<file path="src/ppw_pkg.sv">
// Package for the winding-number point-in-polygon block.
// Holds payload structs, opcode and status codes, and the cell/edge control and status types.
// No dependencies.
package ppw_pkg;

   localparam int COORD_BITS   = 16;
   localparam int MAX_VERTICES = 64;

   localparam logic [1:0] OP_CLEAR  = 2'd0;
   localparam logic [1:0] OP_APPEND = 2'd1;
   localparam logic [1:0] OP_TEST   = 2'd2;

   localparam logic [1:0] STATUS_OK       = 2'd0;
   localparam logic [1:0] STATUS_OPEN     = 2'd1;
   localparam logic [1:0] STATUS_OVERFLOW = 2'd2;

   typedef struct packed {
      logic [1:0]                   opcode;
      logic signed [COORD_BITS-1:0] coord_x;
      logic signed [COORD_BITS-1:0] coord_y;
   } req_type;

   typedef struct packed {
      logic       inside_flag;
      logic [1:0] status;
   } rsp_type;

   typedef struct packed {
      logic signed [COORD_BITS-1:0] x;
      logic signed [COORD_BITS-1:0] y;
   } vertex_type;

   typedef enum logic [1:0] {
      CELL_HOLD,
      CELL_PUSH,
      CELL_ROTATE
   } cell_mode_type;

   typedef struct packed {
      logic valid;
      logic clear;
   } edge_ctl_type;

   typedef struct packed {
      logic pending;
      logic wn_nonzero;
   } edge_stat_type;

endpackage

</file>
<file path="src/ppw_cell.sv">
// One vertex cell of the vertex chain.
// Depends on ppw_pkg for vertex_type and cell_mode_type.
// Holds, takes a new vertex from the left, or takes the right neighbor's vertex.
module ppw_cell (
   input  logic                  clock,
   input  ppw_pkg::cell_mode_type mode,
   input  ppw_pkg::vertex_type    push_data,
   input  ppw_pkg::vertex_type    rot_data,
   output ppw_pkg::vertex_type    q
);

   ppw_pkg::vertex_type vtx_ff;
   ppw_pkg::vertex_type vtx_in;

   always_comb begin
      unique case (mode)
         ppw_pkg::CELL_PUSH:   vtx_in = push_data;
         ppw_pkg::CELL_ROTATE: vtx_in = rot_data;
         default:              vtx_in = vtx_ff;
      endcase
   end

   always_ff @(posedge clock) begin
      vtx_ff <= vtx_in;
   end

   assign q = vtx_ff;

endmodule

</file>
<file path="config.mk">
export PLATFORM = sky130hd
export DESIGN_NAME = ppw_cell
export DESIGN_NICKNAME = d
export VERILOG_FILES = /design/src/ppw_pkg.sv /design/src/ppw_cell.sv
export SDC_FILE = /design/constraint.sdc
export NUM_CORES = 1
export LEC_CHECK = 0
export BUFFER_PORTS_ARGS = -buffer_cell sky130_fd_sc_hd__buf_2
export CORE_MARGIN = 2
export CORE_UTILIZATION = 38
export DETAILED_ROUTE_END_ITERATION = 12
export PLACE_DENSITY = 0.79
export SLEW_MARGIN = 20
export SYNTH_ARGS = -nofsm -noshare
export SYNTH_HDL_FRONTEND = slang
export SYNTH_SLANG_ARGS = --single-unit
</file>
<file path="constraint.sdc">
create_clock -name clock -period 1.4 [get_ports clock]
set_input_delay 0.14 -clock clock [delete_from_list [all_inputs] [get_ports clock]]
set_output_delay 0.14 -clock clock [all_outputs]
set_load 0.02 [all_outputs]
</file>
## Word level (Yosys, flattened, before mapping)

Cells that the tools add are included.

| word-level totals | value |
|---|---|
| bits in registers | 32 |
| logic and storage cells | 6 |
| output and inout bits | 32 |
| input bits | 67 |

| operators by class | value |
|---|---|
| reductions and logical operators | 1 |
| equal/unequal tests | 2 |
| muxes and demuxes | 1 |

Operators by type and width:

| kind | count |
|---|---|
| 32-bit case mux with 2 select lines | 1 |
| 2-bit by 1-bit == test with 1-bit output, second input constant | 1 |
| 2-bit == test, second input constant | 1 |
| 2-bit nonzero test | 1 |

## Logic depth before layout (Yosys ltp)

| depth | value |
|---|---|
| word-level depth | 2 |
| depth in mapped cells | 5 |
| depth with buffers taken out | 3 |

## Worst setup path before layout

No wires, ideal clock.

| path | value |
|---|---|
| path kind | input to register |
| start | input mode[0] |
| end | register vtx_ff (netlist bit q[0]) (enable) |
| arrival time | 1078 ps |
| slack | -65 ps |
| setup time | 387 ps |
| required time | 1013 ps |
| buffers on the path | 0 |
| stages on the path | 3 |
| path through | inv_1 ha_1 inv_1 |

| between the ends | value |
|---|---|
| word-level cells in the longest chain between the ends | 2 |
| elaborated cells between the ends (all ways) | 3 |
| those cells by class | eq/ne: 2; reduce/logical: 1 |

Ends and longest elaborated chain:

| what | line | text |
|---|---|---|
| start: declaration | ppw_cell.sv:6 | `input ppw_pkg::cell_mode_type mode,` |
| 2-bit == test or 2-bit by 1-bit == test with 1-bit output (tied branches) | ppw_cell.sv:16 | `unique case (mode)` |
| 2-bit nonzero test (no line) (*) | -- |  |
| end signal: assignment | ppw_cell.sv:24 | `vtx_ff <= vtx_in;` |
| end: declaration | ppw_cell.sv:12 | `ppw_pkg::vertex_type vtx_ff;` |

Mark *: on every way between the ends. The rest lies on a longest branch, timed or not.
A chain may end at the register's enable or synchronous reset.

==> impl_metrics.csv <==
group,metric,value,unit
global_route,grt_util_met2,21.9,%
sta,setup-violations-final,0,
die,core-area,3940,um^2
power,combPwrFrac,24.6,%
global_route,grt_util_met1,12.9,%
power,netSwitchingFraction,26.4,%
cts,clock_tree.root_cell,"sky130_fd_sc_hd__clkbuf_8",
worst_setup_path,crit_path_launch,"mode[0]",
power,internal_power,1.85,mW
global_route,global_route.peak_usage_layer,"met2",
drt,drt_pass1_iterations,4,
global_route,grt_pass1_wl,3.99,mm
worst_setup_path,critical_path.n_buffers_inverters,3,
worst_setup_path,worst_ep_required_time,1.42,ns
power,power.ir.vdd_worst,0.663,mV
global_route,gr-total-overflow,0,
global_route,grt_pass1_vias,948,
finish,final_layout_size_suffix_gt1_share,79.7,%
logic_synthesis,synthesis.area,1530,um^2
cts,cts.hold.buffers_added,0,
cts,tritoncts,"built",
worst_setup_path,cpMaxStageDelayCell,"sky130_fd_sc_hd__mux2_4",
logic_synthesis,syn-num-nets,139,
die,dieArea,4540,um^2
sta,timing.fmax,978,MHz
cts,h-tree-depth,2,
cts,cts_post_setup_buffers_inserted,0,
cts,cts_max_path_buffers,2,
finish,fillers,332,
power,p_sw,0.665,mW
place,detailedPlacementHpwl,2.28,mm
logic_synthesis,seq_area_frac_synth,63.0,%
die,initial_utilization,38.7,%
finish,design.final.nets,244,
min_path,holdCritPathClass,"input pin to register",
die,die_width,67.4,um
drt,drcViolationCount,0,
die,dieHeight,67.4,um
cts,cts-buffers-inserted,5,
drt,drt-initial-drc-count,27,
global_route,pin_count_of_the_biggest_net_entering_global_routing,20,
logic_synthesis,synth_area_per_cell,21.5,um^2
status,outcome,"finished, final reports clean",
power,static-leakage-power,1.01,nW
die,io_pins,99,
sta,worst_pin_slew,0.170,ns
drt,overall_via_count_from_detail_route,998,
min_path,min_from,"rot_data[14]",
finish,area_occupied_by_multi_input_gates,488,um^2
drt,drt-wirelength-per-cell,12.5,um
sta,setup_total_negative_slack,0,ns
job,drv.max_cap_violation_count,0,
global_route,global_route.usage.met3,5.00,%
power,clkPwrFrac,25.8,%
place,place.port_buffers,98,
logic_synthesis,netlist_instances,71,
logic_synthesis,ys.warnings.count,0,
drt,finalWirelength,2.83,mm
sta,timing_max_transition_violations_final,0,
worst_setup_path,cp_data_arrival_time,1.05,ns
finish,diodes,0,
cts,clkSinkCount,32,
cts,clkSlewWorstSetupHoldPaths,0.06,ns
worst_setup_path,timing.critical_path.to_type,"register",
power,sequential_power_share,49.6,%
worst_setup_path,cp_max_fo,19,
logic_synthesis,synth.distinct_cells,7,
place,gpl.final_weighted_congestion,0.616,
finish,largest_register_ff_count,32,
worst_setup_path,critical_path.max_stage_delay,0.32,ns
finish,seqCellArea,961,um^2
global_route,antenna_found_initial,0,
worst_setup_path,startpoint_type,"input pin",
logic_synthesis,yosys_register_bits,32,
worst_setup_path,criticalPathCategory,"input pin to register",
cts,cts_resized,0,
drt,post_dr_vias_cell,4.40,
worst_setup_path,worst_path_dominant_cell_family,"buffers and inverters",
sta,timing.final.hold_violations,0,
power,pwr_density_cell,1160,nW/um^2
sta,maxSlewHeadroom,88.7,%
sta,grt_setup_unrepaired,"no",
finish,area_growth_syn_to_layout,41.7,%
worst_setup_path,crit_chain,"buf_2, inv_1, ha_2, buf_12, mux2_4",
global_route,track_usage,12.6,%
sta,whs,0.163,ns
drt,detail-route-antenna-nets,0,
sta,clock_period_minus_final_worst_setup_slack,1.02,ns
sta,final_min_period_over_clock_period,73.0,%
die,fp-row-count,23,
==> cell type report <==
class	count	area share (%)
Sequential cell	32	44.5
Timing Repair Buffer	102	25.8
Multi-Input combinational cell	33	22.6
Clock buffer	7	3.53
Tap cell	50	2.90
Inverter	2	0.521
Clock inverter	1	0.174
==> per-stage QoR <==
step	total power, mW	setup slack [ns]	cell area [um^2]	utilization [%]	cells
after floorplan	1.65	0.108	1530	-	71
after global routing	2.64	0.340	2160	54.8	227
after detailed placement	1.90	0.0756	2080	52.8	219
after global placement	1.88	0.100	2080	52.8	219
after CTS	2.55	0.375	2160	54.8	227
final	2.52	0.378	2160	54.8	227
==> Yosys cell counts, drive strengths merged <==
cell type | instances | share of area, %
edfxtp | 32 | 63
buf | 4 | 4.7
mux2 | 32 | 31
inv | 2 | 0.49
ha | 1 | 0.82
==> final timing paths <==
kind,to,slack (ns),cells after the start
setup / recovery,q[10],0.38,5
hold / removal,q[14],0.16,2
==> power groups by stage <==
| stage | sequential, mW | combinational, mW | clock [mW] |
|---|---|---|---|
| after floorplan | 1.46 | 0.189 | 0 |
| after global placement | 1.26 | 0.618 | 0 |
| after detailed placement | 1.27 | 0.627 | 0 |
| after CTS | 1.25 | 0.627 | 0.676 |
| after global routing | 1.26 | 0.657 | 0.726 |
| final | 1.25 | 0.619 | 0.649 |
==> routing by layer <==
metal / up-vias / wire length, um
met5: - / 0
met3: 5 / 290
li1: 484 / -
met2: 58 / 1490
met1: 451 / 1020
met4: 0 / 29
==> kinds of logic after synthesis <==
kind of cell	after synthesis	share of synthesized area (%)
muxes	32	31.0
buffers and inverters	6	5.17
DFF	32	63.0
adders and majority gates	1	0.820
==> layout by cell type, fill, tap and decap left out <==
cell type	instances
sky130_fd_sc_hd__clkinv_1	1
sky130_fd_sc_hd__clkbuf_8	5
sky130_fd_sc_hd__clkinvlp_4	1
sky130_fd_sc_hd__ha_2	1
sky130_fd_sc_hd__mux2_2	2
sky130_fd_sc_hd__buf_12	3
sky130_fd_sc_hd__clkbuf_1	2
sky130_fd_sc_hd__buf_4	1
sky130_fd_sc_hd__buf_2	98
sky130_fd_sc_hd__inv_1	1
sky130_fd_sc_hd__edfxtp_1	32
sky130_fd_sc_hd__mux2_4	30
Power figures use the tool's default switching activity.
