`src/ppw_pkg.sv`:
```
// Package for the winding-number point-in-polygon block.
// Holds payload structs, opcode and status codes, and the cell/edge control and status types.
// No dependencies.
package ppw_pkg;

   localparam int COORD_BITS   = 16;
   localparam int MAX_VERTICES = 64;

   localparam logic [1:0] OP_CLEAR  = 2'd0;
   localparam logic [1:0] OP_APPEND = 2'd1;
   localparam logic [1:0] OP_TEST   = 2'd2;

   localparam logic [1:0] STATUS_OK       = 2'd0;
   localparam logic [1:0] STATUS_OPEN     = 2'd1;
   localparam logic [1:0] STATUS_OVERFLOW = 2'd2;

   typedef struct packed {
      logic [1:0]                   opcode;
      logic signed [COORD_BITS-1:0] coord_x;
      logic signed [COORD_BITS-1:0] coord_y;
   } req_type;

   typedef struct packed {
      logic       inside_flag;
      logic [1:0] status;
   } rsp_type;

   typedef struct packed {
      logic signed [COORD_BITS-1:0] x;
      logic signed [COORD_BITS-1:0] y;
   } vertex_type;

   typedef enum logic [1:0] {
      CELL_HOLD,
      CELL_PUSH,
      CELL_ROTATE
   } cell_mode_type;

   typedef struct packed {
      logic valid;
      logic clear;
   } edge_ctl_type;

   typedef struct packed {
      logic pending;
      logic wn_nonzero;
   } edge_stat_type;

endpackage

```
`src/ppw_edge.sv`:
```
// Edge unit: pipelined crossing test and winding-number accumulator.
// Depends on ppw_pkg for vertex_type, edge_ctl_type and edge_stat_type.
// Stages: differences, products, signed compare and accumulate.
module ppw_edge #(
   parameter int MAX_VERTICES = ppw_pkg::MAX_VERTICES
) (
   input  logic                  clock,
   input  logic                  reset,
   input  ppw_pkg::edge_ctl_type ctl,
   input  ppw_pkg::vertex_type   v0,
   input  ppw_pkg::vertex_type   v1,
   input  ppw_pkg::vertex_type   point,
   output ppw_pkg::edge_stat_type stat
);

   localparam int W    = ppw_pkg::COORD_BITS;
   localparam int WN_W = $clog2(MAX_VERTICES) + 2;

   // stage A
   logic                a_valid_ff, a_valid_in;
   logic                a_up_ff, a_up_in, a_down_ff, a_down_in;
   logic signed [W:0]   a_dx_ff, a_dx_in, a_dyp_ff, a_dyp_in;
   logic signed [W:0]   a_dxp_ff, a_dxp_in, a_dy_ff, a_dy_in;
   // stage B
   logic                b_valid_ff, b_valid_in;
   logic                b_up_ff, b_up_in, b_down_ff, b_down_in;
   logic signed [2*W+1:0] b_p_ff, b_p_in, b_q_ff, b_q_in;
   // accumulate
   logic signed [2*W+2:0] diff;
   logic signed [WN_W-1:0] wn_ff, wn_in;

   always_comb begin
      a_valid_in = ctl.valid;
      a_up_in    = ctl.valid && (point.y >= v0.y) && (point.y < v1.y);
      a_down_in  = ctl.valid && (point.y < v0.y) && (point.y >= v1.y);
      a_dx_in    = (W+1)'(v1.x) - (W+1)'(v0.x);
      a_dyp_in   = (W+1)'(point.y) - (W+1)'(v0.y);
      a_dxp_in   = (W+1)'(point.x) - (W+1)'(v0.x);
      a_dy_in    = (W+1)'(v1.y) - (W+1)'(v0.y);

      b_valid_in = a_valid_ff;
      b_up_in    = a_up_ff;
      b_down_in  = a_down_ff;
      b_p_in     = (2*W+2)'(a_dx_ff) * (2*W+2)'(a_dyp_ff);
      b_q_in     = (2*W+2)'(a_dxp_ff) * (2*W+2)'(a_dy_ff);

      diff = (2*W+3)'(b_p_ff) - (2*W+3)'(b_q_ff);

      wn_in = wn_ff;
      if (ctl.clear) begin
         wn_in = '0;
      end else if (b_up_ff && (diff > 0)) begin
         wn_in = wn_ff + WN_W'(1);
      end else if (b_down_ff && (diff < 0)) begin
         wn_in = wn_ff - WN_W'(1);
      end
   end

   always_ff @(posedge clock) begin
      if (reset) begin
         a_valid_ff <= 1'b0;
         a_up_ff    <= 1'b0;
         a_down_ff  <= 1'b0;
         b_valid_ff <= 1'b0;
         b_up_ff    <= 1'b0;
         b_down_ff  <= 1'b0;
         wn_ff      <= '0;
      end else begin
         a_valid_ff <= a_valid_in;
         a_up_ff    <= a_up_in;
         a_down_ff  <= a_down_in;
         b_valid_ff <= b_valid_in;
         b_up_ff    <= b_up_in;
         b_down_ff  <= b_down_in;
         wn_ff      <= wn_in;
      end
      a_dx_ff  <= a_dx_in;
      a_dyp_ff <= a_dyp_in;
      a_dxp_ff <= a_dxp_in;
      a_dy_ff  <= a_dy_in;
      b_p_ff   <= b_p_in;
      b_q_ff   <= b_q_in;
   end

   assign stat.pending    = a_valid_ff || b_valid_ff;
   assign stat.wn_nonzero = (wn_ff != '0);

endmodule

```
`config.mk`:
```
export PLATFORM = sky130hd
export DESIGN_NAME = ppw_edge
export DESIGN_NICKNAME = d
export VERILOG_FILES = /design/src/ppw_pkg.sv /design/src/ppw_edge.sv
export SDC_FILE = /design/constraint.sdc
export NUM_CORES = 2
export LEC_CHECK = 0
export BUFFER_PORTS_ARGS = -buffer_cell sky130_fd_sc_hd__clkbuf_2
export CORE_MARGIN = 4
export CORE_UTILIZATION = 46
export DETAILED_ROUTE_END_ITERATION = 8
export PLACE_DENSITY = 0.61
export SETUP_SLACK_MARGIN = 0.3
export SYNTH_ARGS = -nofsm -noshare
export SYNTH_HDL_FRONTEND = slang
export SYNTH_SLANG_ARGS = --single-unit
```
`constraint.sdc`:
```
create_clock -name clock -period 11.97 [get_ports clock]
set_input_delay 2.394 -clock clock [delete_from_list [all_inputs] [get_ports clock]]
set_output_delay 2.394 -clock clock [all_outputs]
set_load 0.03 [all_outputs]
```
Word level (Yosys, flattened, before mapping)
Cells that the tools add are included.
- output and inout port bits: 2
- logic and storage cells: 40
- register bits: 150
- $add $sub $neg: 7
- multipliers: 2
- muxes and demuxes: 2
- order comparisons: 6
- reductions and logical operators: 10
- operators with widths (kind ; count):
    multiplier 17 x 17 -> 34 bit ; 2
    subtractor 16 x 16 -> 17 bit ; 4
    > comparator 35 x 1 -> 1 bit (second input constant) ; 1
    < comparator 35 x 1 -> 1 bit (second input constant) ; 1
    subtractor 34 x 34 -> 35 bit ; 1
    >= comparator 16 bit ; 2
    < comparator 16 bit ; 2
    two-way mux 8 bit ; 2
    adder 8 x 2 -> 8 bit (second input constant) ; 1
    nonzero test 8 bit ; 1
    subtractor 8 x 2 -> 8 bit (second input constant) ; 1
    logical AND 1 bit ; 6
    nonzero test 2 bit ; 1
    OR reduction 2 bit ; 1
    logical OR 1 bit ; 1

Longest topological paths before layout
- depth after elaboration: 5
- mapped depth: 26

Worst setup path after synthesis
No wires, ideal clock.
- path kind: reg2reg
- from: register a_dxp_ff[10]
- to: register b_q_ff[32]
- path buffers: 2
- stages on the path, launching flop included: 24
- data arrival time: 6354 ps
- slack: 5482 ps
- required time: 11836 ps
- clock period less this slack: 6488 ps
- cells stage by stage: dfxtp_1 -> clkbuf_1 -> nand2_1 -> fa_1 -> fa_1 -> fa_1 -> fa_1 -> inv_1 -> fa_1 -> inv_1 -> fa_1 -> inv_1 -> ha_1 -> clkbuf_1 -> a21o_1 -> nand2_1 -> nand2b_1 -> a21oi_1 -> nand2_1 -> nor2_1 -> a211oi_1 -> a2111oi_0 -> nor4_1 -> or4b_1
- word-level cells in the longest chain between the ends: 1
- ends and longest elaborated chain (item ; RTL line ; text):
    from (decl) ; ppw_edge.sv:23 ; logic signed [W:0] a_dxp_ff, a_dxp_in, a_dy_ff, a_dy_in;
    from (signal assigned) ; ppw_edge.sv:79 ; a_dxp_ff <= a_dxp_in;
    multiplier 17 x 17 -> 34 bit ; ppw_edge.sv:45 ; b_q_in = (2*W+2)'(a_dxp_ff) * (2*W+2)'(a_dy_ff);
    named net b_q_in[32] ; ppw_edge.sv:27 ; logic signed [2*W+1:0] b_p_ff, b_p_in, b_q_ff, b_q_in;
    to (signal assigned) ; ppw_edge.sv:82 ; b_q_ff <= b_q_in;
    to (decl) ; ppw_edge.sv:27 ;
The timed path passes the listed nets, and every way through them passes these cells.
A chain may end at the register's enable or synchronous reset.

Worst setup path after layout
- from: register a_dy_ff[2]
- to: register b_q_ff[32]
- word-level cells in the longest chain between the ends: 1
- ends and longest elaborated chain (item ; RTL line ; text):
    from (decl) ; ppw_edge.sv:23 ;
    from (signal assigned) ; ppw_edge.sv:80 ; a_dy_ff <= a_dy_in;
    multiplier 17 x 17 -> 34 bit ; ppw_edge.sv:45 ;
    named net b_q_in[32] ; ppw_edge.sv:27 ;
The timed path passes the listed nets, and every way through them passes these cells.

==> impl_metrics.yaml <==
floorplanning:
  die_h_um: 268
  die_w_um: 268
  core_area_sq_mm: 0.0672
  start_util: 0.464
  pin_count: 102
  dieArea_sq_mm: 0.0720
  num_rows: 95
final_layout:
  finalInstanceArea_sq_mm: 0.0330
  final_cell_mix: "766 x inv_1, 598 x fa_1, 353 x nand2_1"
  nNetsFinal: 4546
  drive_above_1_share: 0.0471
  final_common_cell: "inv_1"
  fin_cells: 4444
  postLayoutCoreUtil: 0.492
  fillers: 6460
  area_growth_pct: 6.00
cts:
  ctsRootBufferMaster: "clkbuf_16"
  clockBufferDepth: 2
  cts_buffers: 17
  cts_max_level: 4
  cts_resized: 0
  clk_latency_ns: 0.49
  clkSlewWorstSetupHoldPaths_ns: 0.07
  cts_tree: "built"
  cts_hold_buf: 0
  clock-sinks: 150
  post_cts_buffers: 0
setup_path:
  critical_path_required_ns: 12.33
  worst-path-buf-inv: 3
  path_cells: "nand2_1 > fa_1 > fa_1 > fa_1 > fa_1 > inv_1 > fa_1 > inv_1 > fa_1 > inv_1 > ha_1 > a21o_1 > nand2_1 > nand2b_1 > a21oi_1 > nand2_1 > nor2_1 > a211oi_1 > a2111oi_0 > o2111ai_1 > or4b_1"
  worstSetupStartpointType: "flop"
  cpLargestDelayFamily: "adder cells"
  cp_slowest_cell: "a211oi_1"
  cp_max_fo: 17
  crit_path_end_kind: "flop"
  slowest_delay_ns: 0.88
  cp_common_cell: "fa_1"
  criticalPathCategory: "reg -> reg"
  cp.arrival_ns: 7.63
global_routing:
  grt_use_total: 0.229
  grt-ovfl-total: 0
  grt_pass1_vias: 24006
  grt_start_max_net_pins: 18
  grt_pass1_wl_mm: 129
  antenna_found_initial: 3
synth:
  synthFlopType: "dfxtp_1"
  synthArstFlopShare: 0
  yosysSeqAreaShare: 0.0963
  avgSynthCellArea_sq_um: 8.84
  synthDistinctLibCells: 77
  syn_inst: 3525
  ys_ff_latch: 150
  syn-cell-area_sq_mm: 0.0312
  synth_edf_count: 0
  yosysWarnings: 0
  syn_nets: 4514
placed_design:
  placed_area_sq_mm: 0.0325
  place.gp.congestion: 0.905
  io_buffers: 101
  placedCellCount: 4411
  dpl.hpwl_mm: 66.4
sta:
  setup_tns_ns: 0
  period_needed_ns: 7.27
  min_period_over_period: 0.607
  finalSetupViolations: 0
  maxSlewHeadroom: 0.257
  hold_viol: 0
  report.final.slew_viol_count: 0
  rsz0062_at_grt: "false"
  max_freq_ghz: 0.138
  tightest_slew_ns: 1.10
  finClkSkew_ns: 0.0161
status:
  status: "finished, final reports clean"
routing:
  wl_mm: 77.6
  drc_errors: 0
  antenna_left: 0
  drt_first_pass_iters: 8
  vias: 23073
  drtIter0Drc: 1333
  post_drt_wl_per_cell_um: 17.5
  vias_per_cell: 5.19
run:
  drv_cap: 0
worst_hold_path:
  hold_class: "reg -> reg"
[cells by family after synthesis]
family	share of synthesized area
multiplexers	0.00233
buffers and inverters	0.105
flip-flops	0.0963
adder cells (fa/ha/maj)	0.501
AO/OA/AOI/OAI	0.0918
XOR/XNOR	0.0320
AND/OR/NAND/NOR	0.172
[registers in the layout (all words and copies together) (netlist names)]
register and count:
a_down_ff 1, b_valid_ff 1, b_p_ff 34, a_dyp_ff 17, b_up_ff 1, a_dx_ff 17, b_q_ff 34, a_up_ff 1
a_valid_ff 1, b_down_ff 1, wn_ff 8, a_dy_ff 17, a_dxp_ff 17
[per-layer routing]
layer / vias to the layer above / share of wire / GRT usage
met5: - / 0.00035 / 0
met4: 4 / 0.023 / 0.0543
met3: 87 / 0.046 / 0.0312
met2: 535 / 0.48 / 0.386
met1: 11439 / 0.45 / 0.315
li1: 11008 / - / -
[final timing paths]
path,startpoint,to,slack (ns),cells past startpoint
worst max-delay path,a_dy_ff[2],b_q_ff[32],4.70,21
worst min-delay path,a_valid_ff,b_valid_ff,0.47,1
worst max register to register,a_dy_ff[2],b_q_ff[32],4.70,21
worst min register to register,a_valid_ff,b_valid_ff,0.47,1
[synthesized netlist by cell type, types with 19 or more instances]
cell type / number / area share
nor3_1: 40 / 0.0064
a21o_1: 34 / 0.0082
fa_1: 598 / 0.38
nor2_1: 151 / 0.018
nor2b_1: 32 / 0.0064
nand3_1: 42 / 0.0067
ha_1: 291 / 0.12
nand4_1: 24 / 0.0048
a211oi_1: 28 / 0.0067
nand2b_1: 41 / 0.0082
dfxtp_1: 150 / 0.096
or3_1: 19 / 0.0038
nand2_1: 353 / 0.043
xnor2_1: 87 / 0.024
inv_1: 766 / 0.092
a21oi_1: 112 / 0.018
clkbuf_1: 99 / 0.012
o21ai_0: 98 / 0.016
and2_1: 294 / 0.059
and3_1: 22 / 0.0044
xor2_1: 27 / 0.0076
a21boi_0: 25 / 0.0060
[cell type report]
class / instances / area, sq um / share of cell area
Clock buffer: 17 / 425 / 0.0129
Tap cell: 873 / 1090 / 0.0331
Clock inverter: 15 / 136 / 0.00413
Sequential cell: 150 / 3000 / 0.0909
Multi-Input combinational cell: 2507 / 24900 / 0.754
Inverter: 766 / 2880 / 0.0870
Antenna cell: 1 / 2.50 / 0.0000757
Timing Repair Buffer: 115 / 611 / 0.0185
[stage by stage]
| step | hold WS [ns] | setup slack, ns |
|---|---|---|
| after floorplan | 0.414 | 5.48 |
| after global placement | 0.453 | 4.72 |
| after detailed placement | 0.448 | 4.65 |
| after CTS | 0.466 | 4.64 |
| after global routing | 0.473 | 4.23 |
| final | 0.466 | 4.70 |
Power is not shown: default switching activity piles up to over one toggle a cycle in this logic, so the estimate is an artifact.
